File: src/hdl/periodic_job_dispatcher_unit_defines.svh
// assertion macros for the periodic job dispatcher
`ifndef PERIODIC_JOB_DISPATCHER_UNIT_DEFINES_SVH
`define PERIODIC_JOB_DISPATCHER_UNIT_DEFINES_SVH

// same-cycle implication, checked outside reset
`define PJD_ASSERT_NOW(label, ante, cons, msg) \
  label: assert property (@(posedge clk) disable iff (!rst_n) (ante) |-> (cons)) \
    else $error(msg);

// next-cycle implication, checked outside reset
`define PJD_ASSERT_NEXT(label, ante, cons, msg) \
  label: assert property (@(posedge clk) disable iff (!rst_n) (ante) |=> (cons)) \
    else $error(msg);

`endif

File: src/hdl/pjd_pkg.sv
// types and constants shared by the periodic job dispatcher
package pjd_pkg;

  localparam int ID_W  = 8;
  localparam int MS_W  = 32;
  localparam int CMD_W = 2;
  localparam int ST_W  = 2;

  // command codes
  localparam logic [CMD_W-1:0] CMD_ADD     = 2'd0;
  localparam logic [CMD_W-1:0] CMD_SERVICE = 2'd1;
  localparam logic [CMD_W-1:0] CMD_PAUSE   = 2'd2;
  localparam logic [CMD_W-1:0] CMD_RESUME  = 2'd3;

  // status codes
  localparam logic [ST_W-1:0] ST_OK      = 2'd0;
  localparam logic [ST_W-1:0] ST_EMPTY   = 2'd1;
  localparam logic [ST_W-1:0] ST_FULL    = 2'd2;
  localparam logic [ST_W-1:0] ST_NOMATCH = 2'd3;

  // period written into a paused job
  localparam logic [MS_W-1:0] PAUSE_PERIOD = 32'd4294967294;

  // one queued job
  typedef struct packed {
    logic [ID_W-1:0] id;
    logic [MS_W-1:0] period;
    logic [MS_W-1:0] dflt;
    logic [MS_W-1:0] last_run;
  } job_t;

  // per-cell operation for one execute cycle
  typedef enum logic [2:0] {
    OP_HOLD,
    OP_SHIFT,
    OP_TAIL,
    OP_LOAD,
    OP_PAUSE,
    OP_RESUME
  } cell_op_t;

  typedef struct packed {
    cell_op_t op;
    logic     occupied;
  } cell_ctrl_t;

endpackage

File: src/hdl/pjd_cell.sv
// one queue cell: holds a job, shifts toward the head, matches by id
module pjd_cell import pjd_pkg::*; (
  input  logic            clk,
  input  cell_ctrl_t      ctrl,
  input  job_t            nbr_job,
  input  job_t            head_job,
  input  job_t            new_job,
  input  logic [ID_W-1:0] key_id,
  output job_t            job,
  output logic            match
);

  job_t job_r;
  job_t job_nxt;

  // id match, only for cells that hold a job
  assign match = ctrl.occupied && (job_r.id == key_id);
  assign job   = job_r;

  // next contents of the cell
  always_comb begin
    job_nxt = job_r;
    unique case (ctrl.op)
      OP_HOLD:   job_nxt = job_r;
      OP_SHIFT:  job_nxt = nbr_job;
      OP_TAIL:   job_nxt = head_job;
      OP_LOAD:   job_nxt = new_job;
      OP_PAUSE: begin
        if (match) job_nxt.period = PAUSE_PERIOD;
      end
      OP_RESUME: begin
        if (match) job_nxt.period = job_r.dflt;
      end
      default:   job_nxt = job_r;
    endcase
  end

  // job payload, no reset
  always_ff @(posedge clk) begin
    job_r <= job_nxt;
  end

endmodule

File: config.mk
export PLATFORM = sky130hd
export DESIGN_NAME = pjd_cell
export DESIGN_NICKNAME = d
export VERILOG_FILES = /design/src/hdl/periodic_job_dispatcher_unit_defines.svh /design/src/hdl/pjd_pkg.sv /design/src/hdl/pjd_cell.sv
export SDC_FILE = /design/constraint.sdc
export NUM_CORES = 1
export LEC_CHECK = 0
export BUFFER_PORTS_ARGS = -buffer_cell sky130_fd_sc_hd__buf_2
export CAP_MARGIN = 10
export CORE_AREA = 4 4 167 169
export CTS_CLUSTER_DIAMETER = 30
export CTS_CLUSTER_SIZE = 25
export DETAILED_ROUTE_END_ITERATION = 8
export DIE_AREA = 0 0 171 173
export REMOVE_ABC_BUFFERS = 1
export SYNTH_ARGS = -nofsm -noshare
export SYNTH_HDL_FRONTEND = slang
export SYNTH_SLANG_ARGS = --single-unit
File: constraint.sdc
create_clock -name clk -period 7.5 [get_ports clk]
set_input_delay 0.375 -clock clk [delete_from_list [all_inputs] [get_ports clk]]
set_output_delay 0.375 -clock clk [all_outputs]
set_load 0.1 [all_outputs]
==> flow_summary.toml, run 1 <==
[grt]
grt_usage_pct = 13.9
antenna_found_initial = 0
grt_pass1_vias = 5678
grt-ovfl-total = 0
grt_pass1_wl_mm = 31.7
grt_max_degree = 75

[finish]
finalNonFillerCells = 1258
syn2layout_area_growth_pct = 41.9
fill_cells = 2760
fin_nets = 1238
antenna_cells = 0
design_area_sq_um = 8710
layout_common_cells = "buf_2, mux2i_1, edfxtp_1"
largest_reg_flops = 104
final_util_pct = 32.8
layout_commonest_cell = "buf_2"
drive_gt1_share_pct = 52.7

[cts]
cts_sinks = 104
cts_setup_buffers = 0
cts.clk_slew.worst_paths_ns = 0.08
cts_resized = 0
cts-root-buf = "clkbuf_16"
numCtsBuffers = 9
cts_hold_repair.buffers = 0
cts_tree = "built"
htree_levels = 3
clock_latency_ns = 0.35
max-clock-path-buffers = 2

[floorplan]
chipWidth_um = 171
core_sq_um = 26600
die_h_um = 173
design.die.area_sq_um = 29600
rows = 60
io_pins = 430
initial_core_util_pct = 23.1

[synthesis]
synth_area_leaders = "edfxtp_1, mux2i_1, o22ai_1, mux2_2, inv_1"
netlist_instances = 509
yosysTopAreaCell = "edfxtp_1"
synth_cell_types = 25
synth_top_area_share_pct = 50.9
synth_area_per_cell_sq_um = 12.1
ys_seq_area_share_pct = 50.9
netlist_area_sq_um = 6140
ys_warn_count = 0
synth-seq-cells = 104

[sta]
hold_viol = 0
setup_viol_count_final = 0
tns_ns = 0
fin_crit_ns = 2.78
worst_pin_slew_ns = 0.995
fmax_ghz = 0.359
slew_headroom_pct = 33.7
finalCritPeriodShare_pct = 37.1
rsz0062_at_grt = "no"
setup_slack_ns = 4.72
fin_hold_ws_ns = 0.319
finClkSkew_ns = 0.0108
finalMaxSlewViolations = 0

[route]
drt_first_pass_iters = 5
wl_per_cell_um = 17.7
postRouteAntennaNets = 0
via_per_inst = 4.42
wl_met1_mm = 8.78
top_layer_used = "met4"
drt-initial-drc-count = 231
wl_mm = 22.3
wl_met3_mm = 2.02
wl_met2_mm = 11.2
route.vias.total = 5557
drc = 0

[critical_path]
arrival_ns = 2.76
endpoint_kind = "register"
cp_max_fo = 74
worstPathRequired_ns = 7.47
cp-start-kind = "input port"
crit_type = "in2reg"

[pwr]
total_power_mw = 1.89
peakVddDrop_mv = 0.0993
power_density_nw_per_um2 = 217
p_leak_nw = 4.24

[job]
max_cap_viol_count = 0

[placed_design]
dp.cells = 1242
post-place-ws_ns = 4.27
placed_area_sq_um = 8440
numPortBuffers = 429
hpwl_mm = 16.9
gp_congestion = 0.771

[worst_hold_path]
hp-class = "in2reg"

[status]
status = "complete, no violations"
-- metal layers --
metal	GRT usage, %	up-vias
met1	15.9	2559
met5	0	-
met3	3.52	17
met2	25.3	291
met4	3.90	0
li1	-	2690
-- synth_stat cells --
library cell,instances
mux2i_1,104
nor2b_1,22
buf_1,1
buf_8,8
nand2b_1,2
nand2_1,2
nor2_1,1
a21o_1,1
clkbuf_1,8
buf_4,4
ha_1,1
buf_6,2
o22ai_1,103
buf_2,14
xnor2_1,8
nand3_1,2
mux2_2,32
edfxtp_1,104
nor3_1,1
inv_1,73
buf_12,3
a31oi_1,1
nand4_1,1
o21ai_1,1
and2b_1,10
-- report_power, final --
group / switching (mW) / total (mW) / internal, mW
clock: 0.231 / 0.459 / 0.228
sequential: 0.0221 / 0.730 / 0.708
combinational: 0.526 / 0.704 / 0.178
-- cells by family after synthesis --
family / synth area share (%)
buffers and inverters: 9.95
xor gates and xnor gates: 1.14
muxes: 22.8
adders and majority gates: 0.204
and+or+nand+nor: 4.20
AOI/OAI and AO/OA: 10.8
DFF: 50.9
-- area by class of cell --
type                    count  area, sq um  share of cell area (%)
flip-flops and latches    104         3120                    35.8
multi-input cells         292         2440                    28.0
repair buffers            432         2180                    25.0
well taps                 341          427                    4.90
inverters                  73          274                    3.14
clock buffers              10          229                    2.63
clock inverters             6         42.5                   0.488
-- final timing paths --
path / from / to / slack [ns] / cells past startpoint
max: ctrl[3] / job[86] / 4.72 / 5
min: nbr_job[64] / job[64] / 0.32 / 3
max reg2reg: job[97] / job[86] / 5.18 / 4
min reg2reg: job[32] / job[64] / 0.71 / 2
-- worst max-delay path, cell delays in order --
cell    delay, ns
buf_2        0.12
inv_1        0.18
ha_4         0.77
a21o_4       0.41
mux2_2       0.82
Power figures use the tool's default switching activity.
==> inputs of run 2 (changes only) <==
Settings changed: ABC_AREA from default to 1, CORE_AREA 4 4 167 169 to 4 4 165 167, DIE_AREA 0 0 171 173 to 0 0 169 171.
Clock period 7.5 ns to 2.7 ns, I/O delays scaled along.
==> flow_summary.toml, run 2 <==
[status]
status = "complete, no violations"

[critical_path]
r2r_cells = 8
endpoint_kind = "output pin"
r2r_slack_ns = 0.90
arrival_ns = 1.73
cp-start-kind = "register"
cp_max_fo = 3
r2r-end = "job[89]"
worstPathRequired_ns = 2.57
crit_type = "reg2out"
r2r_start = "job[101]"

[finish]
layout_commonest_cell = "buf_2"
design_area_sq_um = 8570
multi_input_area_sq_um = 2460
layout_common_cells = "buf_2, nand2_1, nor2_1"
final_util_pct = 33.3
fin_nets = 1465
fill_cells = 2791
finalNonFillerCells = 1479
syn2layout_area_growth_pct = 47.6
drive_gt1_share_pct = 40.4
seq_area_sq_um = 3120
antenna_cells = 0
largest_reg_flops = 104

[placed_design]
placed_area_sq_um = 8290
dp.cells = 1463
hpwl_mm = 17.0
numPortBuffers = 429
post-place-ws_ns = 0.832
gp_congestion = 0.878

[route]
drc = 0
via_per_inst = 4.37
wl_mm = 22.3
route.vias.total = 6461
drt-initial-drc-count = 327
drt_first_pass_iters = 5
wl_per_cell_um = 15.1
postRouteAntennaNets = 0

[worst_hold_path]
min_delay_path_depth = 3
min_from = "nbr_job[68]"
hp-class = "in2reg"
min_to = "job[68]"

[pwr]
power_density_nw_per_um2 = 617
p_leak_nw = 3.94
total_power_mw = 5.29
peakVddDrop_mv = 0.237

[sta]
fmax_ghz = 0.535
fin_crit_ns = 1.87
rsz0062_at_grt = "no"
finalMaxSlewViolations = 0
hold_viol = 0
finClkSkew_ns = 0.0126
slew_headroom_pct = 31.8
tns_ns = 0
setup_viol_count_final = 0
worst_pin_slew_ns = 1.02
fin_hold_ws_ns = 0.0833
finalCritPeriodShare_pct = 69.2
setup_slack_ns = 0.831

[synthesis]
synthArstFlopShare_pct = 0
synth_area_leaders = "edfxtp_1, nand2_1, nor2_1, a31oi_1, clkbuf_1"
synth-main-ff-cell = "edfxtp_1"
synth-edff-count = 104
synth_area_per_cell_sq_um = 7.84
netlist_area_sq_um = 5800
synth_top_area_share_pct = 53.8
yosysTopAreaCell = "edfxtp_1"
netlist_instances = 740
synth_cell_types = 20
ys_warn_count = 0
synth_most_common_cell = "nand2_1"
synthTopCellsByCount = "nand2_1, nor2_1, edfxtp_1"
ys_seq_area_share_pct = 53.8
synth-seq-cells = 104

[cts]
cts_hold_repair.buffers = 0
cts.clk_slew.worst_paths_ns = 0.08
cts_tree = "built"
clock_latency_ns = 0.35
max-clock-path-buffers = 2
numCtsBuffers = 9
cts-root-buf = "clkbuf_16"
cts_setup_buffers = 0
cts_sinks = 104
cts_resized = 0
htree_levels = 3

[floorplan]
core_sq_um = 25800
rows = 59
chipWidth_um = 169
die_h_um = 171
design.die.area_sq_um = 28900
io_pins = 430
initial_core_util_pct = 22.5

[grt]
grt_usage_pct = 13.9
grt_max_degree = 145
grt-ovfl-total = 0
antenna_found_initial = 0
grt_pass1_wl_mm = 31.4
grt_pass1_vias = 5939

[job]
max_cap_viol_count = 0
==> run 2: cell count changes after synthesis, moves of 7 or more <==
cell      before  now
nand2_1        2  315
nor2_1         1  174
mux2i_1      104    0
o22ai_1      103    0
a31oi_1        1   73
inv_1         73    9
mux2_2        32    0
nor2b_1       22    0
clkbuf_1       8   26
and2b_1       10    0
buf_4          4   12
buf_8          8    0
xnor2_1        8    1
==> run 2: power by group <==
group          total (mW)  switching, mW  internal [mW]
combinational        1.99           1.58          0.411
sequential           2.04         0.0605           1.98
clock                1.26          0.618          0.640
total                5.29           2.25           3.03
==> run 2: how the worst max path moves through the flow <==
stage / start / to / slack [ns] / cells after the start
detailed placement: ctrl[3] / job[64] / 0.83 / 6
CTS: job[101] / match / 0.79 / 7
floorplan: ctrl[3] / job[64] / -3.69 / 5
global placement: ctrl[3] / job[92] / 0.85 / 8
global route: job[101] / match / 0.69 / 7
finish: job[101] / match / 0.83 / 7
==> run 2: critical path, stage by stage, from the launching register on <==
cell and delay (ns):
edfxtp_1 0.41, nand2_1 0.09, nand2_1 0.05, nor2_1 0.10
nand2_1 0.06, nor2_1 0.13, and2_1 0.14, buf_2 0.42
==> run 2: cells by family after synthesis <==
logic type	after synthesis	share of synthesized area [%]
fa+ha+maj	1	0.216
flops	104	53.8
compound gates	78	8.39
buf+inv	58	4.72
simple gates	497	32.6
xor+xnor	2	0.302
==> run 2: cell type report <==
class	count	area share, %
Tap cell	335	4.89
Clock buffer	10	2.67
Sequential cell	104	36.4
Inverter	11	0.482
Clock inverter	6	0.584
Multi-Input combinational cell	578	28.8
Timing Repair Buffer	435	26.2
==> run 2: layer usage <==
layer | vias to the layer above | share of wire, % | GRT usage [%]
li1 | 3233 | - | -
met4 | 0 | 1.7 | 3.85
met2 | 302 | 52 | 25.9
met1 | 2903 | 38 | 15.6
met5 | - | 0 | 0
met3 | 23 | 8.5 | 3.67
==> inputs of run 3 (changes only) <==
Clock period 2.7 ns to 1.85 ns, I/O delays scaled along.
==> flow_summary.toml, run 3 (same netlist as run 2, synthesis figures left out) <==
[status]
status = "complete, no violations"

[placed_design]
post-place-ws_ns = 0.198
numPortBuffers = 429
gp_congestion = 0.929
placed_area_sq_um = 8450
dp.cells = 1473
hpwl_mm = 18.0

[cts]
cts.clk_slew.worst_paths_ns = 0.08
numCtsBuffers = 9
htree_levels = 3
cts_sinks = 104
cts-root-buf = "clkbuf_16"
clock_latency_ns = 0.35
cts_hold_repair.buffers = 0
cts_setup_buffers = 0
max-clock-path-buffers = 2
cts_tree = "built"

[route]
drc = 0
wl_mm = 22.9
postRouteAntennaNets = 0
drt-initial-drc-count = 311
wl_per_cell_um = 15.4
drt_first_pass_iters = 5
via_per_inst = 4.40
route.vias.total = 6548

[pwr]
total_power_mw = 7.75
p_leak_nw = 4.01
peakVddDrop_mv = 0.383
power_density_nw_per_um2 = 887

[critical_path]
worstPathRequired_ns = 1.76
cp_top_family = "simple AND/OR/NAND/NOR gates"
r2r_start = "job[98]"
cp_max_fo = 3
slowest_stage = "edfxtp_1"
cpMostUsedCell = "nor2_1"
endpoint_kind = "output pin"
r2r_cells = 8
arrival_ns = 1.59
path_cells = "nor2_1 > nor2_1 > nor2_1 > nand2_1 > nor2_1 > and2_1 > buf_8"
r2r-end = "job[91]"
crit_type = "reg2out"
r2r_slack_ns = 0.23
cp-start-kind = "register"
cp_num_buf_inv = 1
crit_path_max_incr_delay_ns = 0.42

[grt]
antenna_found_initial = 0
grt_max_degree = 105
grt-ovfl-total = 0
grt_usage_pct = 14.7
grt_pass1_vias = 6321
grt_pass1_wl_mm = 33.2

[finish]
syn2layout_area_growth_pct = 50.5
fin_nets = 1475
drive_gt1_share_pct = 40.8
design_area_sq_um = 8730
finalNonFillerCells = 1489
largest_reg_flops = 104
layout_common_cells = "buf_2, nand2_1, nor2_1"
layout_commonest_cell = "buf_2"
antenna_cells = 0

[floorplan]
rows = 59
core_sq_um = 25800
die_h_um = 171
io_pins = 430
initial_core_util_pct = 22.5
design.die.area_sq_um = 28900
chipWidth_um = 169

[sta]
fin_hold_ws_ns = 0.0424
slew_headroom_pct = 65.1
fin_crit_ns = 1.68
finalCritPeriodShare_pct = 90.8
setup_slack_ns = 0.170
fmax_ghz = 0.595
hold_viol = 0
setup_viol_count_final = 0
finClkSkew_ns = 0.0160
rsz0062_at_grt = "no"
finalMaxSlewViolations = 0
worst_pin_slew_ns = 0.527

[worst_hold_path]
min_to = "job[75]"
min_delay_path_depth = 3
min_from = "nbr_job[75]"
hp-class = "in2reg"

[job]
max_cap_viol_count = 0
==> run 3: cell types whose count changed in the layout (fill, tap and decap cells not counted), sizes merged <==
cell | previous run | this run
buf | 435 | 445
clkbuf | 10 | 11
inv | 14 | 13
==> run 3: where the power goes <==
part	internal [mW]	switching, mW
sequential	2.89	0.0865
clock	0.927	0.898
combinational	0.636	2.31
total	4.45	3.30
==> run 3: timing repair <==
action | in CTS | in global routing
pin swaps | 0 | 0
gates resized for setup | 1 | 2
endpoints found under the setup margin | 1 | 1
==> run 3: per-stage QoR <==
stage               util (%)  TNS, ns
global route            33.9        0
floorplan                  -  -550.76
global placement        32.8        0
detailed placement      32.8        0
CTS                     33.9        0
finish                  33.9        0
==> run 3: worst reg2reg max path, delay by kind of cell, from the launching register on <==
family                 cells  cell delay, ns
flip-flops                 1            0.42
buffers and inverters      1            0.21
AND/OR/NAND/NOR            7            0.63
==> run 3: layout make-up <==
| class | count | area, sq um |
|---|---|---|
| sequential | 104 | 3120 |
| multi-input combinational | 578 | 2460 |
| fill | 2801 | 17000 |
| timing repair buffer | 445 | 2410 |
| clock buffer | 11 | 233 |
| tap | 335 | 419 |
| clock inverter | 5 | 38.8 |
| inverter | 11 | 41.3 |
==> run 3: worst max-delay path by stage <==
stage	from	end	slack [ns]	depth (start not counted)
finish	job[98]	match	0.17	7
global route	job[99]	match	0.002	7
CTS	job[98]	match	0.08	7
detailed placement	ctrl[3]	job[87]	0.20	8
global placement	ctrl[3]	job[87]	0.24	8
floorplan	ctrl[3]	job[64]	-4.50	5
==> run 3: layer usage <==
metal / wire length, um / up-vias / GRT usage (%)
li1: - / 3251 / -
met1: 8810 / 2954 / 17.1
met5: 0 / - / 0
met2: 11500 / 309 / 26.1
met4: 667 / 0 / 6.02
met3: 1940 / 34 / 3.23
